[src/sv/per_user_window_rate_limiter_assert.svh]
// ----------------------------------------------------------------------------
// Rate limiter assertion macros
// Shared concurrent assertion forms, clocked on clk and disabled during rst.
// ----------------------------------------------------------------------------
`ifndef PER_USER_WINDOW_RATE_LIMITER_ASSERT_SVH
`define PER_USER_WINDOW_RATE_LIMITER_ASSERT_SVH

// same-cycle implication
`define PWRL_ASSERT_IMPL(label, ante, cons, msg) \
  label: assert property (@(posedge clk) disable iff (rst) (ante) |-> (cons)) \
    else $error(msg);

// next-cycle implication
`define PWRL_ASSERT_NEXT(label, ante, cons, msg) \
  label: assert property (@(posedge clk) disable iff (rst) (ante) |=> (cons)) \
    else $error(msg);

`endif

[src/sv/pwrl_pkg.sv]
// ----------------------------------------------------------------------------
// pwrl_pkg
// Types, constants and helpers shared by the rate limiter modules.
// ----------------------------------------------------------------------------
package pwrl_pkg;

  localparam int MAX_ENTRIES = 16;
  localparam int IDX_W       = (MAX_ENTRIES > 1) ? $clog2(MAX_ENTRIES) : 1;

  localparam logic [31:0] MINUTE_LEN = 32'd60;
  localparam logic [31:0] HOUR_LEN   = 32'd3600;
  localparam logic [31:0] DAY_LEN    = 32'd86400;

  localparam logic [15:0] MINUTE_LIMIT_RST = 16'd10;
  localparam logic [15:0] HOUR_LIMIT_RST   = 16'd100;
  localparam logic [31:0] DAY_LIMIT_RST    = 32'd1000;

  typedef enum logic [1:0] {
    FUNC_CHECK = 2'd0,
    FUNC_QUERY = 2'd1,
    FUNC_CLEAR = 2'd2,
    FUNC_NONE  = 2'd3
  } func_t;

  typedef enum logic [2:0] {
    ST_ALLOWED    = 3'd0,
    ST_DAY_CAP    = 3'd1,
    ST_MINUTE_CAP = 3'd2,
    ST_HOUR_CAP   = 3'd3,
    ST_TABLE_FULL = 3'd4
  } status_t;

  typedef enum logic [1:0] {
    REG_MINUTE_LIMIT = 2'd0,
    REG_HOUR_LIMIT   = 2'd1,
    REG_DAY_LIMIT    = 2'd2
  } reg_index_t;

  // controller -> datapath
  typedef struct packed {
    logic load;
    logic day_step;
    logic scan_step;
    logic misc;
    logic read;
    logic roll;
    logic decide;
    logic publish;
  } cmd_t;

  // datapath -> controller
  typedef struct packed {
    func_t in_func;
    func_t func;
    logic  day_capped;
    logic  match;
    logic  free_avail;
    logic  scan_last;
    logic  out_busy;
  } stat_t;

  // per-entry window record
  typedef struct packed {
    logic [31:0] m_start;
    logic [15:0] m_count;
    logic [31:0] h_start;
    logic [15:0] h_count;
  } win_t;

  function automatic logic window_over(input logic [31:0] now,
                                       input logic [31:0] start,
                                       input logic [31:0] len);
    logic [31:0] diff;
    diff = now - start;
    return (now < start) || (diff >= len);
  endfunction

endpackage

[src/sv/pwrl_ctrl.sv]
// ----------------------------------------------------------------------------
// pwrl_ctrl
// Sequencer: day check, entry walk, window roll, decision, result hand-off.
// ----------------------------------------------------------------------------
`include "per_user_window_rate_limiter_assert.svh"

module pwrl_ctrl (
  input  logic            clk,
  input  logic            rst,
  input  logic            in_valid,
  output logic            in_ready,
  input  pwrl_pkg::stat_t st,
  output pwrl_pkg::cmd_t  cmd
);

  typedef enum logic [7:0] {
    S_IDLE   = 8'b0000_0001,
    S_DAY    = 8'b0000_0010,
    S_SCAN   = 8'b0000_0100,
    S_MISC   = 8'b0000_1000,
    S_READ   = 8'b0001_0000,
    S_ROLL   = 8'b0010_0000,
    S_DECIDE = 8'b0100_0000,
    S_DONE   = 8'b1000_0000
  } state_t;

  state_t state;
  state_t state_next;

  assign in_ready = (state == S_IDLE);

  always_comb begin
    cmd        = '0;
    state_next = state;
    unique case (state)
      S_IDLE: begin
        if (in_valid) begin
          cmd.load = 1'b1;
          unique case (st.in_func)
            pwrl_pkg::FUNC_CHECK: state_next = S_DAY;
            pwrl_pkg::FUNC_QUERY: state_next = S_SCAN;
            default:              state_next = S_MISC;
          endcase
        end
      end
      S_DAY: begin
        cmd.day_step = 1'b1;
        state_next   = st.day_capped ? S_DONE : S_SCAN;
      end
      S_SCAN: begin
        cmd.scan_step = 1'b1;
        if (st.match) begin
          state_next = S_READ;
        end else if (st.scan_last) begin
          // no hit: query or full table finish here, otherwise allocate
          if ((st.func == pwrl_pkg::FUNC_QUERY) || !st.free_avail) begin
            state_next = S_DONE;
          end else begin
            state_next = S_READ;
          end
        end
      end
      S_MISC: begin
        cmd.misc   = 1'b1;
        state_next = S_DONE;
      end
      S_READ: begin
        cmd.read   = 1'b1;
        state_next = S_ROLL;
      end
      S_ROLL: begin
        cmd.roll   = 1'b1;
        state_next = S_DECIDE;
      end
      S_DECIDE: begin
        cmd.decide = 1'b1;
        state_next = S_DONE;
      end
      S_DONE: begin
        if (!st.out_busy) begin
          cmd.publish = 1'b1;
          state_next  = S_IDLE;
        end
      end
      default: state_next = S_IDLE;
    endcase
  end

  always_ff @(posedge clk) begin
    if (rst) begin
      state <= S_IDLE;
    end else begin
      state <= state_next;
    end
  end

  `PWRL_ASSERT_NEXT(a_match_reads_entry, (state == S_SCAN) && st.match, state == S_READ, "hit did not lead to entry read")
  `PWRL_ASSERT_NEXT(a_day_cap_ends, (state == S_DAY) && st.day_capped, state == S_DONE, "day cap did not end transaction")

endmodule

[src/sv/pwrl_dp.sv]
// ----------------------------------------------------------------------------
// pwrl_dp
// Datapath: limit registers, day window, entry table, window memory, result.
// ----------------------------------------------------------------------------
`include "per_user_window_rate_limiter_assert.svh"

module pwrl_dp (
  input  logic            clk,
  input  logic            rst,
  input  logic            cfg_valid,
  output logic            cfg_ready,
  input  logic [1:0]      cfg_index,
  input  logic [31:0]     cfg_data,
  input  logic [1:0]      func,
  input  logic [15:0]     user_id,
  input  logic [31:0]     now_seconds,
  output logic            out_valid,
  input  logic            out_ready,
  output logic [2:0]      status,
  output logic [15:0]     minute_budget,
  output logic [15:0]     hour_budget,
  input  pwrl_pkg::cmd_t  cmd,
  output pwrl_pkg::stat_t st
);

  localparam int N = pwrl_pkg::MAX_ENTRIES;
  localparam int W = pwrl_pkg::IDX_W;

  // limit registers
  logic [15:0] minute_limit;
  logic [15:0] hour_limit;
  logic [31:0] day_limit;
  logic [15:0] cap_m;
  logic [15:0] cap_h;
  logic [31:0] cap_d;

  // captured transaction
  pwrl_pkg::func_t func_q;
  logic [15:0]     uid;
  logic [31:0]     now;

  // day window
  logic [31:0] day_start;
  logic [31:0] day_count;
  logic [31:0] day_inc;
  logic        day_over;
  logic        day_capped;

  // entry table
  logic [N-1:0] entry_used;
  logic [15:0]  entry_user [N];
  logic [W-1:0] scan_idx;
  logic [W-1:0] free_idx;
  logic [W-1:0] sel_idx;
  logic [W-1:0] alloc_idx;
  logic         free_found;
  logic         alloc_new;
  logic         cur_match;
  logic         cur_free;
  logic         scan_last;
  logic         free_avail;
  logic         scan_miss;
  logic         do_alloc;
  logic         do_full;
  logic         do_empty_query;

  // window memory and working copies
  pwrl_pkg::win_t win_mem [N];
  pwrl_pkg::win_t rd;
  pwrl_pkg::win_t base;
  pwrl_pkg::win_t w;
  pwrl_pkg::win_t wr;
  logic           m_over;
  logic           h_over;
  logic           charge_ok;

  // staged result
  pwrl_pkg::status_t res_status;
  pwrl_pkg::status_t decide_status;
  logic [15:0]       res_mrem;
  logic [15:0]       res_hrem;

  assign cfg_ready = 1'b1;
  assign cap_m     = (minute_limit == 16'd0) ? pwrl_pkg::MINUTE_LIMIT_RST : minute_limit;
  assign cap_h     = (hour_limit == 16'd0) ? pwrl_pkg::HOUR_LIMIT_RST : hour_limit;
  assign cap_d     = (day_limit == 32'd0) ? pwrl_pkg::DAY_LIMIT_RST : day_limit;

  assign day_over   = pwrl_pkg::window_over(now, day_start, pwrl_pkg::DAY_LEN);
  // a rolled day window is empty and every cap is at least one
  assign day_capped = !day_over && (day_count >= cap_d);
  assign day_inc    = (day_count == 32'hFFFF_FFFF) ? day_count : day_count + 32'd1;

  assign cur_match  = entry_used[scan_idx] && (entry_user[scan_idx] == uid);
  assign cur_free   = !entry_used[scan_idx];
  assign scan_last  = (scan_idx == W'(N - 1));
  assign free_avail = free_found || cur_free;
  assign alloc_idx  = free_found ? free_idx : scan_idx;

  assign scan_miss      = cmd.scan_step && !cur_match && scan_last;
  assign do_empty_query = scan_miss && (func_q == pwrl_pkg::FUNC_QUERY);
  assign do_alloc       = scan_miss && (func_q != pwrl_pkg::FUNC_QUERY) && free_avail;
  assign do_full        = scan_miss && (func_q != pwrl_pkg::FUNC_QUERY) && !free_avail;

  // fresh entries start from an all-zero record
  assign base   = alloc_new ? '0 : rd;
  assign m_over = pwrl_pkg::window_over(now, base.m_start, pwrl_pkg::MINUTE_LEN);
  assign h_over = pwrl_pkg::window_over(now, base.h_start, pwrl_pkg::HOUR_LEN);

  always_comb begin
    wr            = w;
    charge_ok     = 1'b0;
    decide_status = pwrl_pkg::ST_ALLOWED;
    if (w.m_count >= cap_m) begin
      decide_status = pwrl_pkg::ST_MINUTE_CAP;
    end else if (w.h_count >= cap_h) begin
      decide_status = pwrl_pkg::ST_HOUR_CAP;
    end else begin
      charge_ok  = 1'b1;
      wr.m_count = w.m_count + 16'd1;
      wr.h_count = w.h_count + 16'd1;
    end
    if (func_q != pwrl_pkg::FUNC_CHECK) begin
      wr        = w;
      charge_ok = 1'b0;
    end
  end

  assign st.in_func    = pwrl_pkg::func_t'(func);
  assign st.func       = func_q;
  assign st.day_capped = day_capped;
  assign st.match      = cur_match;
  assign st.free_avail = free_avail;
  assign st.scan_last  = scan_last;
  assign st.out_busy   = out_valid && !out_ready;

  // limit registers
  always_ff @(posedge clk) begin
    if (rst) begin
      minute_limit <= pwrl_pkg::MINUTE_LIMIT_RST;
      hour_limit   <= pwrl_pkg::HOUR_LIMIT_RST;
      day_limit    <= pwrl_pkg::DAY_LIMIT_RST;
    end else if (cfg_valid) begin
      unique case (pwrl_pkg::reg_index_t'(cfg_index))
        pwrl_pkg::REG_MINUTE_LIMIT: minute_limit <= cfg_data[15:0];
        pwrl_pkg::REG_HOUR_LIMIT:   hour_limit   <= cfg_data[15:0];
        pwrl_pkg::REG_DAY_LIMIT:    day_limit    <= cfg_data;
        default: ;
      endcase
    end
  end

  // state that reset clears
  always_ff @(posedge clk) begin
    if (rst) begin
      entry_used <= '0;
      day_start  <= '0;
      day_count  <= '0;
      free_found <= 1'b0;
      alloc_new  <= 1'b0;
      out_valid  <= 1'b0;
    end else begin
      if (cmd.load) begin
        free_found <= 1'b0;
        alloc_new  <= 1'b0;
      end
      if (cmd.day_step && day_over) begin
        day_start <= now;
        day_count <= '0;
      end
      if (cmd.scan_step && cur_free && !free_found) begin
        free_found <= 1'b1;
      end
      if (do_alloc) begin
        entry_used[alloc_idx] <= 1'b1;
        alloc_new             <= 1'b1;
      end
      if (do_full || (cmd.decide && charge_ok)) begin
        day_count <= day_inc;
      end
      if (cmd.misc && (func_q == pwrl_pkg::FUNC_CLEAR)) begin
        entry_used <= '0;
        day_start  <= '0;
        day_count  <= '0;
      end
      if (cmd.publish) begin
        out_valid <= 1'b1;
      end else if (out_ready) begin
        out_valid <= 1'b0;
      end
    end
  end

  // payload registers
  always_ff @(posedge clk) begin
    if (cmd.load) begin
      func_q     <= pwrl_pkg::func_t'(func);
      uid        <= user_id;
      now        <= now_seconds;
      scan_idx   <= '0;
      res_status <= pwrl_pkg::ST_ALLOWED;
      res_mrem   <= '0;
      res_hrem   <= '0;
    end
    if (cmd.day_step && day_capped) begin
      res_status <= pwrl_pkg::ST_DAY_CAP;
    end
    if (cmd.scan_step) begin
      scan_idx <= scan_idx + 1'b1;
      if (cur_free && !free_found) begin
        free_idx <= scan_idx;
      end
      if (cur_match) begin
        sel_idx <= scan_idx;
      end
    end
    if (do_empty_query) begin
      res_mrem <= cap_m;
      res_hrem <= cap_h;
    end
    if (do_alloc) begin
      sel_idx               <= alloc_idx;
      entry_user[alloc_idx] <= uid;
    end
    if (do_full) begin
      res_status <= pwrl_pkg::ST_TABLE_FULL;
    end
    if (cmd.roll) begin
      w.m_start <= m_over ? now : base.m_start;
      w.m_count <= m_over ? 16'd0 : base.m_count;
      w.h_start <= h_over ? now : base.h_start;
      w.h_count <= h_over ? 16'd0 : base.h_count;
    end
    if (cmd.decide) begin
      if (func_q == pwrl_pkg::FUNC_CHECK) begin
        res_status <= decide_status;
      end else begin
        res_mrem <= (w.m_count < cap_m) ? cap_m - w.m_count : 16'd0;
        res_hrem <= (w.h_count < cap_h) ? cap_h - w.h_count : 16'd0;
      end
    end
    if (cmd.publish) begin
      status        <= res_status;
      minute_budget <= res_mrem;
      hour_budget   <= res_hrem;
    end
  end

  // window memory: one write port, one registered read port
  always_ff @(posedge clk) begin
    if (cmd.decide) begin
      win_mem[sel_idx] <= wr;
    end
  end

  always_ff @(posedge clk) begin
    if (cmd.read) begin
      rd <= win_mem[sel_idx];
    end
  end

  `PWRL_ASSERT_NEXT(a_charge_leaves_nonzero, cmd.decide && charge_ok, day_count != 32'd0, "charged day count is zero")
  `PWRL_ASSERT_NEXT(a_alloc_marks_entry, do_alloc, entry_used[sel_idx] && (entry_user[sel_idx] == uid), "allocated entry not marked for user")

endmodule

[src/sv/per_user_window_rate_limiter.sv]
// ----------------------------------------------------------------------------
// per_user_window_rate_limiter
// Fixed-window call limiter: per-user minute and hour windows, global day cap.
// ----------------------------------------------------------------------------
// One transaction in, one result out, one transaction at a time. A check
// (func 0) runs the day check, which ends it when the day cap is hit, and
// otherwise the user search, the entry read, the window roll and the decision
// before the hand-off: the user search steps through the entry table one
// entry per cycle (up to MAX_ENTRIES = 16) and stops at the first hit; a miss
// walks the whole table to find the first free entry, and a miss on a full
// table ends right after the walk. A query (func 1) skips the day check and
// ends after the walk when the user has no entry; a clear or the unused code
// goes through a single misc step to the hand-off. The result sits in an
// output register, so the next transaction is taken while the previous
// result still waits for out_ready; a result that cannot be handed off holds
// the block in its final step. Limit registers (index 0 minute, 1 hour, 2 day)
// are written through the cfg channel, which is always ready; a limit of zero
// behaves as its reset value (10, 100, 1000). Write them only while the block
// is idle. Reset empties the table and the day window; no clearing pass runs.
// ----------------------------------------------------------------------------
module per_user_window_rate_limiter (
  input  logic        clk,
  input  logic        rst,
  // limit register writes
  input  logic        cfg_valid,
  output logic        cfg_ready,
  input  logic [1:0]  cfg_index,
  input  logic [31:0] cfg_data,
  // request transaction
  input  logic        in_valid,
  output logic        in_ready,
  input  logic [1:0]  func,
  input  logic [15:0] user_id,
  input  logic [31:0] now_seconds,
  // result transaction
  output logic        out_valid,
  input  logic        out_ready,
  output logic [2:0]  status,
  output logic [15:0] minute_budget,
  output logic [15:0] hour_budget
);

  // sequencer commands and datapath status
  pwrl_pkg::cmd_t  cmd;
  pwrl_pkg::stat_t st;

  // controller: walks day check, entry search, roll, decide, hand-off
  pwrl_ctrl u_ctrl (
    .clk      (clk),
    .rst      (rst),
    .in_valid (in_valid),
    .in_ready (in_ready),
    .st       (st),
    .cmd      (cmd)
  );

  // datapath: limits, day window, entry table, window memory, result regs
  pwrl_dp u_dp (
    .clk           (clk),
    .rst           (rst),
    .cfg_valid     (cfg_valid),
    .cfg_ready     (cfg_ready),
    .cfg_index     (cfg_index),
    .cfg_data      (cfg_data),
    .func          (func),
    .user_id       (user_id),
    .now_seconds   (now_seconds),
    .out_valid     (out_valid),
    .out_ready     (out_ready),
    .status        (status),
    .minute_budget (minute_budget),
    .hour_budget   (hour_budget),
    .cmd           (cmd),
    .st            (st)
  );

endmodule
[config.mk]
export PLATFORM = sky130hd
export DESIGN_NAME = per_user_window_rate_limiter
export DESIGN_NICKNAME = d
export VERILOG_FILES = /design/src/sv/pwrl_pkg.sv /design/src/sv/pwrl_ctrl.sv /design/src/sv/pwrl_dp.sv /design/src/sv/per_user_window_rate_limiter.sv
export VERILOG_INCLUDE_DIRS = /design/src /design/src/sv
export SDC_FILE = /design/constraint.sdc
export NUM_CORES = 2
export LEC_CHECK = 0
export ABC_AREA = 0
export BUFFER_PORTS_ARGS = -buffer_cell sky130_fd_sc_hd__buf_2
export CELL_PAD_IN_SITES_DETAIL_PLACEMENT = 0
export CELL_PAD_IN_SITES_GLOBAL_PLACEMENT = 2
export CORE_ASPECT_RATIO = 0.9
export CORE_MARGIN = 2
export CORE_UTILIZATION = 45
export DETAILED_ROUTE_END_ITERATION = 6
export GPL_TIMING_DRIVEN = 0
export PLACE_DENSITY = 0.85
export SYNTH_ARGS = -nofsm -noshare
export SYNTH_HDL_FRONTEND = slang
export SYNTH_SLANG_ARGS = --single-unit
[constraint.sdc]
create_clock -name clk -period 11.2 [get_ports clk]
set_input_delay 0.56 -clock clk [delete_from_list [all_inputs] [get_ports clk]]
set_output_delay 0.56 -clock clk [all_outputs]
set_load 0.02 [all_outputs]
# Word level (Yosys, flattened, before mapping)
# Memory sizes are Yosys's and may differ from the RTL's. A register that Yosys moved wholly into a read port is not among the register bits.
# Index checks and enable logic that the tools add are counted.
# W data, S select, Z words.
# word_totals
inputBits	89
n_memories	2
ram_bits	1792
out_inout_bits	38
wordCells	199
regBits	383
# memory_table
memory	words	word_bits	rd	rd_clocked_by_memory_dff	wr	line	rtl
u_dp.win_mem	16	96	1	1	1	pwrl_dp.sv:68	pwrl_pkg::win_t win_mem [N];
u_dp.entry_user	16	16	1	1	1	pwrl_dp.sv:51	logic [15:0] entry_user [N];
# classes
n_eq_ne	21
n_bitwise	1
mux	72
addsub	9
order_cmp	14
reduce_logical	54
# op_table
cell	n
$mux W16	16
$mux W32	6
$lt A32 B32 Y1	3
$mux W96	1
$sub A32 B32 Y32	3
$mux W64	1
$pmux W8 S7	1
$mux W8	6
$add A16 B1 Y16 const B	2
$add A32 B1 Y32 const B	1
$eq A32 B32 Y1 const B	1
$ge A16 B16 Y1	2
$ge A32 B12 Y1 const B	1
$ge A32 B17 Y1 const B	1
$ge A32 B32 Y1	1
$ge A32 B6 Y1 const B	1
$logic_not A16 Y1	2
$logic_not A32 Y1	1
$lt A16 B16 Y1	2
$sub A16 B16 Y16	2
$mux W4	7
$mux W1	24
$mux W3	6
$logic_and A1 B1 Y1	17
other kinds (30)	63

# Logic depth before layout (Yosys ltp)
# depth
depth_word	11
ltp_mapped	19
mapped_depth_nobuf	16

# Cells and area by module
# From an unflattened synthesis, not the netlist that was laid out.
# unflattened
hier_cells	5484
area_unflattened_um2	95298.9
# by_module_without_submodules
mod	area_per_inst_um2	n_inst	cells_each
pwrl_dp	94743.4	1	5421
pwrl_ctrl	555.5	1	63

# Least setup slack after synthesis
# No wires, ideal clock.
# synth_timing
path_kind	flip-flop to flip-flop
startpoint	register u_dp.sel_idx[0]
endpoint	memory u_dp.win_mem[3][0] in the netlist's numbering (enable)
path_buffers	3
t_required_ns	10.533
path_stages_with_launch	6
arrival_ns	8.020
period_less_slack_ns	8.688
path_slack_ns	2.512
cell_sequence	edfxtp_1 > clkbuf_1 > clkbuf_1 > buf_1 > nand3_1 > nor3_1
# synth_lines
element	line	rtl
from (decl)	pwrl_dp.sv:54	logic [W-1:0] sel_idx;
from (signal assigned)	pwrl_dp.sv:213	sel_idx <= scan_idx;
from (signal assigned)	pwrl_dp.sv:221	sel_idx <= alloc_idx;
to (decl)	pwrl_dp.sv:68	
# No word-level cell before the write port.

# Final worst setup path
# layout_timing
startpoint	register u_dp.alloc_new
endpoint	register u_dp.w[73] in the netlist's numbering, data pin
# layout_via
elab_chain_len	5
# layout_rtl
element	line	rtl
from (decl)	pwrl_dp.sv:57	logic alloc_new;
from (signal assigned)	pwrl_dp.sv:159	alloc_new <= 1'b0;
from (signal assigned)	pwrl_dp.sv:164	alloc_new <= 1'b0;
from (signal assigned)	pwrl_dp.sv:175	alloc_new <= 1'b1;
$mux W96 *	pwrl_dp.sv:105	assign base = alloc_new ? '0 : rd;
$sub A32 B32 Y32	pwrl_pkg.sv:74	diff = now - start;
$ge A32 B6 Y1	pwrl_pkg.sv:75	return (now < start) || (diff >= len);
$logic_or A1 B1 Y1	pwrl_pkg.sv:75	
$mux W32 *	pwrl_dp.sv:228	w.m_start <= m_over ? now : base.m_start;
to (decl)	pwrl_dp.sv:71	pwrl_pkg::win_t w;
# Every way passes the cells marked *; elsewhere a longest branch is shown, timed or not.
# A chain may end at the register's enable or synchronous reset.

==> results.tsv <==
stage	metric	value	unit
synthesis	synth_top_family_by_area	multiplexers	
detailed_routing	wl_per_cell	29.3	um
sta	setup_tns	0	ps
synthesis	synth_edf_count	2081	
sta	finalSetupViolations	0	
power	power.density	160	nW/um^2
grt	grt_max_degree	62	
clocking	cts_buffers	213	
sta	final_max_slew_viol_count	11	
synthesis	synthXorXnorAreaFrac	1.25	%
synthesis	yosys.area_share.simple	5.73	%
finish	multi_input_area	27100	um^2
detailed_routing	wirelength	265000	um
sta	fmax	134	MHz
synthesis	synth_compound_area_share	4.73	%
sta	hold_viol_final	0	
sta	finalClockSkew	85.7	ps
finish	final_net_count	6283	
sta	timing.final.crit_period	7480	ps
synthesis	synthAdderAreaFrac	2.27	%
synthesis	async_flop_share	0	%
floorplanning	core_area	209000	um^2
finish	fin_util	52.6	%
synthesis	ys_seq_area_share	69.9	%
setup_path	cp.arrival	8040	ps
clocking	cts_tree	done	
sta	fin_crit_sh	66.8	%
finish	fin_area	110000	um^2
setup_path	cp_slowest_cell	clkbuf_1	
clocking	insertion_delay	890	ps
clocking	clkSinkCount	2275	
floorplanning	placementRows	159	
setup_path	max_stage_delay	1070	ps
grt	grt_pass1_wl	380000	um
power	switching_share	22.4	%
sta	worst_pin_slew	1520	ps
detailed_routing	drcViolationCount	0	
finish	synthToLayoutAreaGrowth	15.8	%
setup_path	critPathMostFrequentCell	clkbuf_1	
power	vdd_drop_max	0.134	mV
finish	fillers	16600	
synthesis	syn_avg_cell_area	17.4	um^2
clocking	path_clk_slew	70	ps
placed_design	io_buffers	125	
floorplanning	ios	127	
synthesis	synth_area	95000	um^2
sta	slew_headroom	-1.60	%
setup_path	endpoint_kind	register	
setup_path	cp_cell_sequence	clkbuf_1, clkbuf_1, nand2b_1, ha_1, clkbuf_1, o21ai_0, a211oi_1, a21oi_1, a31oi_1, a21bo_2, a21o_1, a21oi_1, xnor2_1, nor4bb_1, clkbuf_1, buf_2, mux2i_1	
detailed_routing	ant_nets	0	
placed_design	hpwlAfterDp	179000	um
synthesis	synth_most_common_cell	edfxtp_1	
synthesis	syn_nets	5713	
finish	finalNonFillerCells	9048	
placed_design	dp.cells	8542	
power	switching_power	3.94	mW
detailed_routing	first_iter_violations	6684	
clocking	cts_setup_buffers	0	
setup_path	critPathKind	reg2reg	
power	leakage	36.5	nW
placed_design	globalplace.congestion	0.879	
synthesis	synth_common_cells	edfxtp_1 (2,081), mux4_2 (548), nand2_1 (268)	
setup_path	critPathMaxFanout	10	
synthesis	synth_cell_type_count	89	
detailed_routing	firstDrtPassIters	5	
grt	grt_pass1_vias	53700	
worst_hold_path	worstHoldPathType	in2reg	
clocking	cts.path.max_buffers	3	
status	outcome	finished with violations	
clocking	cts_root_buf	clkbuf_16	
synthesis	yosysTopAreaCellShare	65.8	%
finish	regArea	66400	um^2
detailed_routing	routed_via_density	6.01	
synthesis	ys.flop_type	edfxtp_1	
finish	drive_gt1_share	20.3	%
flow_run	max-cap-violations	1	
setup_path	cp-start-kind	register	
power	pwr-share-comb	5.0	%
synthesis	synth_area_leaders	edfxtp_1 (66%), mux4_2 (13%), dfxtp_1 (4.1%)	
floorplanning	die_area	215000	um^2
placed_design	dpl_cell_area	102000	um^2
grt	antenna_found_initial	14	
detailed_routing	vias	54400	
synthesis	synth_cells	5455	
floorplanning	die_w	488	um
power	clkPwrFrac	42.1	%
grt	overflow	0	
synthesis	ys_ff_latch	2275	
grt	track_usage	24.5	%
sta	rsz0062_at_grt	no	
setup_path	required	11760	ps
synthesis	synth_mux_area_share	14.3	%
floorplanning	initial_utilization	45.4	%
sta	hold_slack	59.3	ps
synthesis	synth_top_cell_by_area	edfxtp_1	
power	internal-power	13.6	mW
power	seq_power_share	52.9	%
floorplanning	die_y	440	um
clocking	cts-htree-levels	4	
status	violations	max-capacitance violations, max-slew violations	
synthesis	synth_warnings	0	
## layout by cell type, fill, tap and decap left out, types with 21 or more instances in the layout
cell type,synthesis,routed
o211ai_1,21,21
diode_2,0,22
o21ai_0,98,95
ha_1,164,164
and3_1,46,46
dfxtp_1,194,194
nor2b_1,38,37
edfxtp_1,2081,2081
buf_6,3,57
a211oi_1,27,27
clkinv_1,0,36
o31ai_1,43,43
nor2_1,207,183
o22ai_1,37,37
mux4_2,548,548
xnor2_1,98,92
a21o_1,55,55
dlygate4sd3_1,0,82
buf_16,0,26
nand2b_1,94,94
nor4_1,42,42
clkbuf_1,217,249
nand2_1,268,268
a21oi_1,234,234
clkbuf_16,0,215
nor3_1,70,62
nand4_1,44,44
buf_1,44,44
mux2i_1,112,112
inv_1,176,174
buf_2,18,143
buf_12,0,49
o21a_1,32,32
nand3_1,90,90
clkinv_2,0,38
xor2_1,38,38
## power by group through the flow
stage / sequential (mW) / combinational [mW] / clock, mW
6_report: 9.30 / 0.885 / 7.40
3_5_place_dp: 9.48 / 0.845 / 0
5_1_grt: 9.30 / 0.954 / 7.83
2_1_floorplan: 9.42 / 0.574 / 0
4_1_cts: 9.30 / 0.872 / 7.50
3_3_place_gp: 9.49 / 0.836 / 0
## final timing paths
path	startpoint	to	slack, ps	cells after the start
setup / recovery	u_dp.alloc_new	u_dp.w[73]	3720	17
hold / removal	cfg_data[26]	u_dp.day_limit[26]	60	3
setup reg to reg	u_dp.alloc_new	u_dp.w[73]	3720	17
hold reg to reg	u_dp.res_mrem[10]	u_dp.minute_budget[10]	420	0
## state kept, by name, indices dropped and copies added (netlist names), 4 cells and up, named ones only
signal and flops:
u_dp.win_mem 1536, u_dp.entry_user 256, u_dp.rd 96, u_dp.w 96
u_dp.day_count 32, u_dp.day_limit 32, u_dp.day_start 32, u_dp.now 32
u_dp.entry_used 16, u_dp.hour_budget 16, u_dp.hour_limit 16, u_dp.minute_budget 16
u_dp.minute_limit 16, u_dp.res_hrem 16, u_dp.res_mrem 16, u_dp.uid 16
u_ctrl.state 8, u_dp.free_idx 4, u_dp.scan_idx 4, u_dp.sel_idx 4
## final cells by class
cell class,instances,area share (%)
Clock buffer,262,5.14
Sequential cell,2275,60.3
Clock inverter,137,1.41
Antenna cell,22,0.0500
Multi-Input combinational cell,2720,24.6
Inverter,176,0.607
Timing Repair Buffer,355,3.62
Buffer,284,1.02
Tap cell,2817,3.20
## critical path: cells and delay by family (launching register included)
family,cells,cell delay [ps]
AOI/OAI and AO/OA,7,2060
xor gates and xnor gates,1,990
adders and majority gates,1,170
buffers and inverters,5,2740
DFF,1,320
muxes,1,470
and+or+nand+nor,2,430
## what timing repair did
item / 4_1_cts / 5_1_grt
gates resized for setup: 0 / 0
hold endpoints to repair: 115 / 0
hold buffers: 82 / 0
## kinds of logic (layout without fill, tap and decap cells)
logic type	after synthesis	count (layout)
DFF	2275	2275
and+or+nand+nor	1051	1051
AOI/OAI and AO/OA	694	694
muxes	669	669
buffers and inverters	460	1214
adders and majority gates	169	169
xor gates and xnor gates	136	136
other	1	23
## per-stage QoR
stage          setup slack (ps)  power, mW
6_report                   3720       17.6
3_3_place_gp              -9210       10.3
4_1_cts                    4020       17.7
2_1_floorplan              2510       10.0
5_1_grt                    3700       18.1
3_5_place_dp               4090       10.3
## routing by layer
layer,wire (um),up-vias,global-route usage (%)
met5,46,-,0
li1,-,23000,-
met2,123000,2771,38.4
met1,110000,28200,34.8
met3,23900,398,5.03
met4,8440,8,7.84
Power figures use the tool's default switching activity.
